===== src/utf8sv_pkg.sv =====
// Shared types and constants for the UTF-8 stream validator.
package utf8sv_pkg;

  // One byte of a string, with the end flag used in length mode.
  typedef struct packed {
    logic [7:0] data_byte;
    logic       last_byte;
  } in_item_t;

  // One verdict per string.
  typedef struct packed {
    logic        string_ok;
    logic [31:0] good_prefix_bytes;
  } out_item_t;

  localparam int unsigned CODE_BITS = 21;

  localparam logic [CODE_BITS-1:0] CODE_LIMIT      = 21'h110000;
  localparam logic [CODE_BITS-1:0] SURR_MASK       = 21'h1FF800;
  localparam logic [CODE_BITS-1:0] SURR_BASE       = 21'h00D800;
  localparam logic [CODE_BITS-1:0] NONCHAR_LO      = 21'h00FDD0;
  localparam logic [CODE_BITS-1:0] NONCHAR_HI      = 21'h00FDEF;
  localparam logic [CODE_BITS-1:0] NONCHAR_END     = 21'h00FFFE;
  localparam logic [CODE_BITS-1:0] FLOOR_THREE     = 21'h000800;
  localparam logic [CODE_BITS-1:0] FLOOR_FOUR      = 21'h010000;

  localparam logic [7:0] CONT_MASK  = 8'hC0;
  localparam logic [7:0] CONT_TAG   = 8'h80;
  localparam logic [7:0] OVERLONG_2 = 8'h1E;

  // Sequence kind of an open three- or four-byte sequence.
  localparam logic KIND_THREE = 1'b0;
  localparam logic KIND_FOUR  = 1'b1;

  // True when a completed three- or four-byte value is a legal scalar value, not overlong and not a noncharacter.
  function automatic logic code_acceptable(input logic [CODE_BITS-1:0] v, input logic kind);
    logic [CODE_BITS-1:0] floor_v;
    logic                 ok;
    begin
      floor_v = (kind == KIND_FOUR) ? FLOOR_FOUR : FLOOR_THREE;
      ok = 1'b1;
      if (v < floor_v) ok = 1'b0;
      if (v >= CODE_LIMIT) ok = 1'b0;
      if ((v & SURR_MASK) == SURR_BASE) ok = 1'b0;
      if ((v >= NONCHAR_LO) && (v <= NONCHAR_HI)) ok = 1'b0;
      if ((v & NONCHAR_END) == NONCHAR_END) ok = 1'b0;
      return ok;
    end
  endfunction

endpackage


===== src/utf8_stream_validator_unit.sv =====
// Top level of the UTF-8 stream validator: input stage, byte checker and result register.
//
// The block checks strings for well-formed UTF-8, one byte per request on the
// input channel (in_valid/in_ready, payload in_data). At the end of each string
// it gives one request on the result channel (out_valid/out_ready, payload
// out_data): string_ok, and the length of the valid prefix, which is the offset
// of the lead byte of the first bad sequence or the full length of a good string.
// The one configuration bit, stop_at_zero, must be written through cfg_we/cfg_wdata
// only while the block is idle; the block itself does not enforce this. When it is
// set a zero byte ends the string and is not counted; when it is clear the byte
// flagged by last_byte ends it and is counted. A byte enters the input stage register
// and is then checked and folded into the string state; a byte that ends a string
// loads the result register as it leaves the stage. One byte is taken per cycle,
// sustained, while no byte that ends a string waits for the result register.
// If the receiver stalls, bytes that do not end a string keep flowing; a byte
// that ends a string waits in the input stage until the result register frees.
// Reset (rst_n low, synchronous) empties both stages, clears the string state
// and sets stop_at_zero.
module utf8_stream_validator_unit #(
  parameter int unsigned OFFSET_BITS = 32
) (
  input  logic                  clk,
  input  logic                  rst_n,
  input  logic                  in_valid,
  output logic                  in_ready,
  input  utf8sv_pkg::in_item_t  in_data,
  output logic                  out_valid,
  input  logic                  out_ready,
  output utf8sv_pkg::out_item_t out_data,
  input  logic                  cfg_we,
  input  logic                  cfg_wdata
);
  import utf8sv_pkg::*;

  localparam logic [OFFSET_BITS-1:0] OFFSET_MAX = '1;

  // Configuration.
  logic stop_at_zero_r;

  // Input stage.
  logic     stg_valid_r;
  in_item_t stg_data_r;

  // String state.
  logic [1:0]             pend_r,     pend_nxt;
  logic [CODE_BITS-1:0]   code_r,     code_nxt;
  logic                   kind_r,     kind_nxt;
  logic                   two_r,      two_nxt;
  logic [OFFSET_BITS-1:0] lead_off_r, lead_off_nxt;
  logic [OFFSET_BITS-1:0] byte_off_r, byte_off_nxt;
  logic                   failed_r,   failed_nxt;
  logic [OFFSET_BITS-1:0] fail_off_r, fail_off_nxt;

  // Result register.
  logic      out_valid_r, out_valid_nxt;
  out_item_t out_data_r,  out_data_nxt;

  // Working values of the byte checker.
  logic [7:0]             b;
  logic                   end_zero;
  logic                   fin;
  logic                   advance;
  logic [1:0]             pend1;
  logic [CODE_BITS-1:0]   code1;
  logic [CODE_BITS-1:0]   code_cat;
  logic                   kind1;
  logic                   two1;
  logic [OFFSET_BITS-1:0] lead1;
  logic                   failed1;
  logic [OFFSET_BITS-1:0] fail_off1;
  logic [OFFSET_BITS-1:0] byte_off1;
  logic                   failed2;
  logic [OFFSET_BITS-1:0] count_sel;
  logic [63:0]            count_wide;

  assign b        = stg_data_r.data_byte;
  assign end_zero = stop_at_zero_r && (b == 8'h00);
  assign fin      = end_zero || (!stop_at_zero_r && stg_data_r.last_byte);

  // A byte that ends a string needs room in the result register; any other byte moves on.
  assign advance  = stg_valid_r && (!fin || !out_valid_r || out_ready);
  assign in_ready = !stg_valid_r || advance;

  assign out_valid = out_valid_r;
  assign out_data  = out_data_r;

  assign code_cat = {code_r[CODE_BITS-7:0], b[5:0]};

  // Fold one byte into the sequence state. The terminating zero byte skips this.
  always_comb begin
    pend1     = pend_r;
    code1     = code_r;
    kind1     = kind_r;
    two1      = two_r;
    lead1     = lead_off_r;
    failed1   = failed_r;
    fail_off1 = fail_off_r;
    if (!end_zero && !failed_r) begin
      if (pend_r != 2'd0) begin
        if ((b & CONT_MASK) != CONT_TAG) begin
          // Bad continuation: the error belongs to the lead byte.
          failed1   = 1'b1;
          fail_off1 = lead_off_r;
          pend1     = 2'd0;
        end else begin
          code1 = code_cat;
          pend1 = pend_r - 2'd1;
          if ((pend_r == 2'd1) && !two_r && !code_acceptable(code_cat, kind_r)) begin
            failed1   = 1'b1;
            fail_off1 = lead_off_r;
          end
        end
      end else if (b[7]) begin
        lead1 = byte_off_r;
        two1  = 1'b0;
        if (b inside {[8'hC0:8'hDF]}) begin
          if ((b & OVERLONG_2) == 8'h00) begin
            failed1   = 1'b1;
            fail_off1 = byte_off_r;
          end else begin
            two1  = 1'b1;
            code1 = CODE_BITS'(b[4:0]);
            pend1 = 2'd1;
          end
        end else if (b inside {[8'hE0:8'hEF]}) begin
          kind1 = KIND_THREE;
          code1 = CODE_BITS'(b[3:0]);
          pend1 = 2'd2;
        end else if (b inside {[8'hF0:8'hF7]}) begin
          kind1 = KIND_FOUR;
          code1 = CODE_BITS'(b[2:0]);
          pend1 = 2'd3;
        end else begin
          // Stray continuation byte or a lead of F8 and above.
          failed1   = 1'b1;
          fail_off1 = byte_off_r;
        end
      end
    end
  end

  // Byte count, the end-of-string verdict and the saturated length.
  always_comb begin
    if (end_zero || (byte_off_r == OFFSET_MAX)) begin
      byte_off1 = byte_off_r;
    end else begin
      byte_off1 = byte_off_r + OFFSET_BITS'(1);
    end
    // A string that stops inside a sequence fails at that sequence's lead.
    failed2 = failed1 || (pend1 != 2'd0);
    if (failed1) begin
      count_sel = fail_off1;
    end else if (pend1 != 2'd0) begin
      count_sel = lead1;
    end else begin
      count_sel = byte_off1;
    end
    count_wide = 64'(count_sel);
  end

  // Next string state: the update above, or a clean slate once the string ends.
  always_comb begin
    pend_nxt     = pend_r;
    code_nxt     = code_r;
    kind_nxt     = kind_r;
    two_nxt      = two_r;
    lead_off_nxt = lead_off_r;
    byte_off_nxt = byte_off_r;
    failed_nxt   = failed_r;
    fail_off_nxt = fail_off_r;
    if (advance) begin
      if (fin) begin
        pend_nxt     = 2'd0;
        code_nxt     = '0;
        kind_nxt     = KIND_THREE;
        two_nxt      = 1'b0;
        lead_off_nxt = '0;
        byte_off_nxt = '0;
        failed_nxt   = 1'b0;
        fail_off_nxt = '0;
      end else begin
        pend_nxt     = pend1;
        code_nxt     = code1;
        kind_nxt     = kind1;
        two_nxt      = two1;
        lead_off_nxt = lead1;
        byte_off_nxt = byte_off1;
        failed_nxt   = failed1;
        fail_off_nxt = fail_off1;
      end
    end
  end

  // Result register loading.
  always_comb begin
    out_valid_nxt = out_valid_r;
    out_data_nxt  = out_data_r;
    if (out_ready) begin
      out_valid_nxt = 1'b0;
    end
    if (advance && fin) begin
      out_valid_nxt                  = 1'b1;
      out_data_nxt.string_ok         = !failed2;
      out_data_nxt.good_prefix_bytes = (|count_wide[63:32]) ? 32'hFFFF_FFFF : count_wide[31:0];
    end
  end

  always_ff @(posedge clk) begin
    if (!rst_n) begin
      stop_at_zero_r <= 1'b1;
      stg_valid_r    <= 1'b0;
      out_valid_r    <= 1'b0;
      pend_r         <= 2'd0;
      code_r         <= '0;
      kind_r         <= KIND_THREE;
      two_r          <= 1'b0;
      lead_off_r     <= '0;
      byte_off_r     <= '0;
      failed_r       <= 1'b0;
      fail_off_r     <= '0;
    end else begin
      if (cfg_we) begin
        stop_at_zero_r <= cfg_wdata;
      end
      if (in_ready) begin
        stg_valid_r <= in_valid;
      end
      out_valid_r <= out_valid_nxt;
      pend_r      <= pend_nxt;
      code_r      <= code_nxt;
      kind_r      <= kind_nxt;
      two_r       <= two_nxt;
      lead_off_r  <= lead_off_nxt;
      byte_off_r  <= byte_off_nxt;
      failed_r    <= failed_nxt;
      fail_off_r  <= fail_off_nxt;
    end
  end

  // Payload registers carry no reset.
  always_ff @(posedge clk) begin
    if (in_ready && in_valid) begin
      stg_data_r <= in_data;
    end
    out_data_r <= out_data_nxt;
  end

  // Once a string has failed, no sequence stays open.
  a_fail_closes_seq : assert property (@(posedge clk) disable iff (!rst_n)
    failed_r |-> (pend_r == 2'd0))
    else $error("open sequence after a failure");

  // The failure offset never runs past the byte count.
  a_fail_off_bound : assert property (@(posedge clk) disable iff (!rst_n)
    failed_r |-> (fail_off_r <= byte_off_r))
    else $error("failure offset beyond byte count");

  // A finished string leaves a clean state and a pending result.
  a_end_clears : assert property (@(posedge clk) disable iff (!rst_n)
    (advance && fin) |=> ((byte_off_r == '0) && !failed_r && (pend_r == 2'd0) && out_valid_r))
    else $error("string state not cleared at end of string");

  // An empty input stage always takes a new request.
  a_ready_when_empty : assert property (@(posedge clk) disable iff (!rst_n)
    !stg_valid_r |-> in_ready)
    else $error("input stalled while stage empty");

endmodule


===== config.mk =====
export PLATFORM = sky130hd
export DESIGN_NAME = utf8_stream_validator_unit
export DESIGN_NICKNAME = d
export VERILOG_FILES = /design/src/utf8sv_pkg.sv /design/src/utf8_stream_validator_unit.sv
export SDC_FILE = /design/constraint.sdc
export NUM_CORES = 1
export LEC_CHECK = 0
export BUFFER_PORTS_ARGS = -buffer_cell sky130_fd_sc_hd__buf_2
export CAP_MARGIN = 10
export CORE_UTILIZATION = 62
export CTS_BUF_LIST = sky130_fd_sc_hd__clkbuf_16
export CTS_CLUSTER_DIAMETER = 80
export DETAILED_ROUTE_END_ITERATION = 12
export GPL_TIMING_DRIVEN = 0
export PLACE_DENSITY = 0.81
export SLEW_MARGIN = 25
export SYNTH_ARGS = -nofsm -noshare
export SYNTH_HDL_FRONTEND = slang
export SYNTH_SLANG_ARGS = --single-unit

===== constraint.sdc =====
create_clock -name clk -period 3.9 [get_ports clk]
set_clock_uncertainty 0.15 [all_clocks]
set_input_delay 0.78 -clock clk [delete_from_list [all_inputs] [get_ports clk]]
set_output_delay 0.78 -clock clk [all_outputs]
set_load 0.005 [all_outputs]

==> key figures, run 1 <==
Setup path
  – Startpoint Class: flop
  – Max FO, Critical Path: 10
  – CP max-delay cell: clkbuf_1
  – Most used cell, CP: o211ai_1
  – CP max stage delay: 0.59 ns
  – Critical path type: reg -> reg
  – Top delay family on crit path: buffers and inverters
  – Arrival @ worst endpoint: 3.75 ns
  – Buf+Inv Stages, Crit Path: 2
  – CP required: 3.86 ns
  – Critical-path cell list: or4_4 > nor3_2 > a2111oi_2 > o211ai_1 > clkbuf_1 > buf_2 > nand2_1 > o211ai_1 > o21ai_0
  – CP endpoint kind: flop

Die
  – Rows: 43
  – Top Ports: 50
  – Die Wd: 121 um
  – Die H: 121 um
  – Core Box Area: 13800 um^2
  – Starting Density: 0.633
  – Die area: 14600 um^2

Synthesis
  – Main synth FF type: dfxtp_1
  – Synth cell count leaders: dfxtp_1 (119), nand2_1 (93), clkbuf_1 (63), o21ai_0 (61), mux2i_1 (49)
  – Asr flop ratio synth: 0
  – Number of synthesized register bits: 161
  – Seq/Total Area, Yosys: 0.416
  – Most area-hungry cell type in the Yosys netlist: dfxtp_1
  – Cell with the most instances after synthesis: dfxtp_1
  – Area contributors post-synth: dfxtp_1 (27%), edfxtp_1 (14%), mux2i_1 (5.6%), a22oi_1 (4.0%), nand2_1 (4.0%)
  – Avg Inst Size Synth: 8.79 um^2
  – Yosys cell types: 65
  – Synth Instances: 995
  – Syn nets: 1014
  – Share of the synthesized area in the top cell type: 0.272
  – Syn. warnings: 0
  – Post-synth EDFFs: 42
  – Post-Syn Area: 8750 um^2

STA
  – Hold WS: 0.304 ns
  – Final Max Slew Viols: 0
  – Tcrit/Tclk final: 0.972
  – PnR worst setup slack: 0.108 ns
  – Setup violators final: 0
  – Crit path time final: 3.79 ns
  – Worst slew margin: 0.373
  – RSZ-0062 raised after global routing: false
  – Fmax: 0.264 GHz
  – Final Hold Viols: 0
  – Worst-Margin Slew: 0.941 ns

Detailed routing
  – # DRC: 0
  – TritonRoute pass-1 iters: 6
  – First DRT Iteration DRCs: 1283
  – Vias per Instance: 6.75
  – ANT nets after route: 0
  – Vias: 8478
  – WL per Instance: 22.3 um
  – Routed wire length: 28.0 mm

Global routing
  – Largest net degree at the start of global routing: 20
  – Vias in the first global route: 7765
  – GR Overflow Total: 0
  – Initial antenna violation count: 0
  – Wire length of the first global-routing pass: 42.9 mm
  – Total Routing Usage GR: 0.394

Layout
  – Fillers: 1121
  – Finished Cell Area: 9840 um^2
  – Share of cells above drive strength 1: 0.131
  – Fin nets: 1082
  – Share of the core filled with cells: 0.712
  – N_diodes: 0
  – Synthesis-to-finish area growth: 12.4%

Pwr
  – Leak pwr: 3.44 nW
  – Cell Pwr Density: 404 nW/um^2
  – Peak supply drop: 0.000347 V

CTS
  – Clock sink total: 161
  – H-Tree Depth: 4
  – Post-cts gate resize count: 0
  – TritonCTS Buffers: 17
  – Reg clk slew, reported paths: 0.06 ns
  – CTS tree: yes
  – Root buffer cell: clkbuf_16
  – Clk Latency, worst-skew pair: 0.44 ns
  – Post-CTS Setup Bufs: 0
  – Max clock buf depth: 2
  – # hold bufs at CTS: 0

Hold path
  – Hold Path Class: reg -> reg

Placed design
  – Pre-CTS setup slack: 0.0137 ns
  – DP HPWL: 18.8 mm
  – Area of placed instances: 9260 um^2
  – Placer Congestion: 0.991
  – I/O Buffers: 48

Run status
  – Status: complete, no violations

Flow run
  – Max-cap check violation count: 0
-- worst register-to-register path, cell delays in order (launching register included) --
cell and delay, ns:
edfxtp_1 0.50, or4_4 0.58, nor3_2 0.25, a2111oi_2 0.10, o211ai_1 0.52, clkbuf_1 0.59, buf_2 0.42, nand2_1 0.09
o211ai_1 0.10, o21ai_0 0.17
-- stage by stage --
step	TNS (ns)	std cells	power, mW
5_1_grt	0	1256	4.05
4_1_cts	0	1256	3.95
3_3_place_gp	-19.25	1223	2.33
3_5_place_dp	0	1224	2.34
2_1_floorplan	0	995	2.14
6_report	0	1256	3.98
-- where the power goes --
| part | internal (mW) | switching [mW] | leakage [nW] |
|---|---|---|---|
| clock network | 0.935 | 0.707 | 0.269 |
| registers | 1.74 | 0.0101 | 1.35 |
| logic | 0.180 | 0.403 | 1.81 |
-- layout make-up --
cell class / count / area [um^2] / area share
Clock buffer: 17 / 425 / 0.0432
Timing Repair Buffer: 49 / 268 / 0.0272
Sequential cell: 161 / 3640 / 0.370
Buffer: 93 / 408 / 0.0415
Inverter: 20 / 75.1 / 0.00763
Clock inverter: 15 / 145 / 0.0148
Tap cell: 180 / 225 / 0.0229
Multi-Input combinational cell: 721 / 4650 / 0.472
-- state kept, by name, indices dropped and copies added (netlist names) --
| register | count |
|---|---|
| lead_off_r | 32 |
| stop_at_zero_r | 1 |
| fail_off_r | 32 |
| byte_off_r | 32 |
| kind_r | 1 |
| two_r | 1 |
| code_r | 15 |
| out_valid | 1 |
| stg_valid_r | 1 |
| pend_r | 2 |
| out_data | 33 |
| failed_r | 1 |
| b | 8 |
| stg_data_r | 1 |
-- final timing paths --
path                     to  cells after the start  slack [ns]           start
max reg2reg    out_data[20]                      9        0.11            b[3]
min          fail_off_r[25]                      2        0.30  fail_off_r[25]
min reg2reg  fail_off_r[25]                      2        0.30  fail_off_r[25]
max            out_data[20]                      9        0.11            b[3]
-- placed cells by master (no fill, tap or decap), drive strengths merged, types with 8 or more instances in the layout --
cell type,count
nor3,36
nand4,21
and3,10
nand3,44
o21ai,65
a22oi,47
a22o,8
a21boi,31
nor2,36
or3,19
inv,22
nor2b,48
and2,15
mux2i,49
a21o,9
o211ai,8
nand2,93
or4,8
buf,79
dfxtp,119
o221ai,16
nor4,12
o21a,12
a21oi,45
clkbuf,80
edfxtp,42
mux2,18
-- per-layer routing --
metal  global-route usage  up-vias  share of wire
li1                     -     3845              -
met1                0.511     3878           0.39
met2                0.596      610           0.42
met3               0.0995      145           0.12
met4                0.226        0          0.063
met5                    0        -              0
-- cell families after synthesis --
kind of cell	count (synthesis)	share of synthesized area
mux	67	0.0792
xor+xnor	2	0.00200
buf+inv	113	0.0551
simple gates	364	0.220
flops	161	0.416
fa+ha+maj	4	0.00572
compound gates	284	0.221
Power figures use the tool's default switching activity.
==> inputs of run 2 (changes only) <==
--- a/config.mk
+++ b/config.mk
@@ -5,6 +5,7 @@
 export SDC_FILE = /design/constraint.sdc
 export NUM_CORES = 1
 export LEC_CHECK = 0
+export ABC_AREA = 1
 export BUFFER_PORTS_ARGS = -buffer_cell sky130_fd_sc_hd__buf_2
 export CAP_MARGIN = 10
 export CORE_UTILIZATION = 62
==> run 2 against run 1 <==
  * Design area increased by 7.7%
  * Combinational power is 43% higher
  * Sequential share of layout area shrank 2.6 points
  * Power rose by 6.7%
  * Critical path type unchanged
  * Highest routed layer unchanged
==> key figures, run 2 <==
Run status
  – Status: complete, no violations

Synthesis
  – Asr flop ratio synth: 0 (unchanged)
  – Most area-hungry cell type in the Yosys netlist: dfxtp_1
  – Syn. warnings: 0 (unchanged)
  – Synth cell count leaders: nand2_1 (537), a21oi_1 (133), dfxtp_1 (119), inv_1 (94), nor2_1 (91)
  – Syn nets: 1450 (+43%)
  – Cell with the most instances after synthesis: nand2_1
  – Post-synth EDFFs: 42 (unchanged)
  – Main synth FF type: dfxtp_1
  – Yosys cell types: 42 (-35%)
  – Number of synthesized register bits: 161 (unchanged)
  – Avg Inst Size Synth: 6.66 um^2 (-24%)
  – Post-Syn Area: 9540 um^2 (+9.0%)
  – Synth Instances: 1431 (+44%)
  – Area contributors post-synth: dfxtp_1 (25%), nand2_1 (21%), edfxtp_1 (13%), a21oi_1 (7.0%), o21ai_0 (4.2%)
  – Seq/Total Area, Yosys: 0.382 (-0.0343)
  – Share of the synthesized area in the top cell type: 0.250 (-0.0224)

Setup path
  – Worst R2R Start: b[7]
  – Startpoint Class: flop
  – CP endpoint kind: flop
  – Critical path type: reg -> reg
  – Max FO, Critical Path: 10 (unchanged)
  – Arrival @ worst endpoint: 3.30 ns (-0.45 ns)
  – Setup crit start: b[7]
  – CP required: 4.00 ns (+0.14 ns)

Global routing
  – Met2 Resource Use GR: 0.652 (+0.0564)
  – GR Overflow Total: 0 (unchanged)
  – Wire length of the first global-routing pass: 50.2 mm (+17%)
  – Vias in the first global route: 9418 (+21%)
  – Largest net degree at the start of global routing: 20 (unchanged)
  – Initial antenna violation count: 1 (+1)
  – Total Routing Usage GR: 0.416 (+0.0214)
  – M1 GR Usage: 0.539 (+0.0276)
  – Met3 Track Usage GR: 0.106 (+0.00625)
  – Busiest layer in global routing: met2

Layout
  – Footprint of the multi-input gates: 5030 um^2 (+8.3%)
  – Fillers: 1265 (+13%)
  – Most common cell after layout, fill and taps aside: nand2_1
  – Share of cells above drive strength 1: 0.116 (-0.0147)
  – N_diodes: 0 (unchanged)
  – Commonest non-fill, non-tap cells in the layout: nand2_1 (537), a21oi_1 (133), dfxtp_1 (119)
  – Reg area: 3640 um^2 (unchanged)
  – Finished Cell Area: 10600 um^2 (+7.7%)
  – Largest register FFs: 33 (unchanged)
  – Fin nets: 1519 (+40%)
  – Synthesis-to-finish area growth: 11.1%

Pwr
  – Leak pwr: 3.97 nW (+16%)
  – Cell Pwr Density: 400 nW/um^2 (-0.96%)
  – Total Power: 4.24 mW (+6.7%)
  – Peak supply drop: 0.000468 V (+35%)

STA
  – PnR worst setup slack: 0.698 ns (+0.590 ns)
  – Worst slew margin: 0.394 (+0.0211)
  – Setup TNS Final: 0 ns (unchanged)
  – Crit path time final: 3.20 ns (-0.590 ns)
  – Tcrit/Tclk final: 0.821 (-0.151)
  – Final Max Slew Viols: 0 (unchanged)
  – Worst-Margin Slew: 0.909 ns (-0.0317 ns)
  – Setup violators final: 0 (unchanged)
  – RSZ-0062 raised after global routing: false
  – Fmax: 0.312 GHz (+18%)
  – Final Hold Viols: 0 (unchanged)

Detailed routing
  – TritonRoute pass-1 iters: 8 (+2)
  – WL per Instance: 19.2 um (-14%)
  – # DRC: 0 (unchanged)
  – Vias: 10.4k (+22%)
  – Routed wire length: 32.5 mm (+16%)
  – ANT nets after route: 0 (unchanged)
  – Vias per Instance: 6.12 (-9.4%)
  – First DRT Iteration DRCs: 1477 (+15%)

Hold path
  – Hold Startpoint: fail_off_r[5]
  – Hold Path Class: reg -> reg

CTS
  – Post-CTS Setup Bufs: 0 (unchanged)
  – Clk Latency, worst-skew pair: 0.44 ns (about the same)
  – Clock sink total: 161 (unchanged)
  – Root buffer cell: clkbuf_16
  – Max clock buf depth: 2 (unchanged)
  – Post-cts gate resize count: 0 (unchanged)
  – Reg clk slew, reported paths: 0.07 ns (about the same)
  – H-Tree Depth: 4 (unchanged)
  – # hold bufs at CTS: 0 (unchanged)
  – CTS tree: yes
  – TritonCTS Buffers: 17 (unchanged)

Die
  – Top Ports: 50 (unchanged)
  – Die Wd: 126 um (+4.3%)
  – Die H: 126 um (+4.3%)
  – Die area: 15900 um^2 (+8.8%)
  – Core Box Area: 14800 um^2 (+6.7%)
  – Rows: 44 (+2.3%)
  – Starting Density: 0.646 (+0.0135)

Placed design
  – DP HPWL: 23.3 mm (+24%)
  – Placer Congestion: 1.02 (+3.0%)
  – Area of placed instances: 10000 um^2 (+8.5%)
  – I/O Buffers: 49 (+2.1%)
  – Pre-CTS setup slack: 0.894 ns (+0.881 ns)

Flow run
  – Max-cap check violation count: 0 (unchanged)
-- run 2: cells by family (layout without fill, tap and decap cells) --
group,Yosys count,in the layout,share of synthesized area
compound gates,313,313,0.181
xor+xnor,31,31,0.0285
fa+ha+maj,4,4,0.00525
buf+inv,192,274,0.0899
flops,161,161,0.382
simple gates,730,730,0.314
-- run 2: metal layers --
metal / wire, um / up-vias
li1: - / 4816
met3: 4350 / 115
met4: 1380 / 0
met2: 14300 / 769
met5: 0 / -
met1: 12500 / 4683
-- run 2: final timing paths --
path                        end  slack [ns]  depth (start not counted)
setup reg to reg   out_data[29]        0.70                         14
hold reg to reg   fail_off_r[5]        0.33                          2
hold / removal    fail_off_r[5]        0.33                          2
setup / recovery   out_data[29]        0.70                         14
-- run 2: metrics by stage --
step                      std cells  utilization  hold WS (ns)
after floorplan                1431            -         0.307
after global placement         1664        0.679         0.316
after detailed placement       1665        0.680         0.320
after CTS                      1697        0.718         0.332
after global routing           1697        0.718         0.349
final                          1697        0.718         0.333
-- run 2: power by group --
| part | total (mW) | internal, mW | switching (mW) |
|---|---|---|---|
| Clock | 1.61 | 0.882 | 0.730 |
| Sequential | 1.79 | 1.77 | 0.0282 |
| Combinational | 0.833 | 0.208 | 0.625 |
| Total | 4.24 | 2.86 | 1.38 |
-- run 2: final cells by class --
type	instances	share of cell area
Buffer	85	0.0426
Clock buffer	17	0.0402
Clock inverter	15	0.0123
Inverter	107	0.0383
Multi-Input combinational cell	1078	0.475
Sequential cell	161	0.344
Tap cell	184	0.0217
Timing Repair Buffer	50	0.0257
-- run 2: worst max-delay path, cell delays in order, from the launching register on --
cell	delay [ns]
edfxtp_1	0.50
nand2_1	0.16
clkinv_1	0.14
nand3_2	0.25
nand2_4	0.15
inv_2	0.10
nand2_2	0.11
nand2_1	0.12
nand2_2	0.16
inv_2	0.08
nand2_1	0.06
nand2_2	0.14
clkbuf_1	0.57
nand2_1	0.14
o21ai_1	0.18
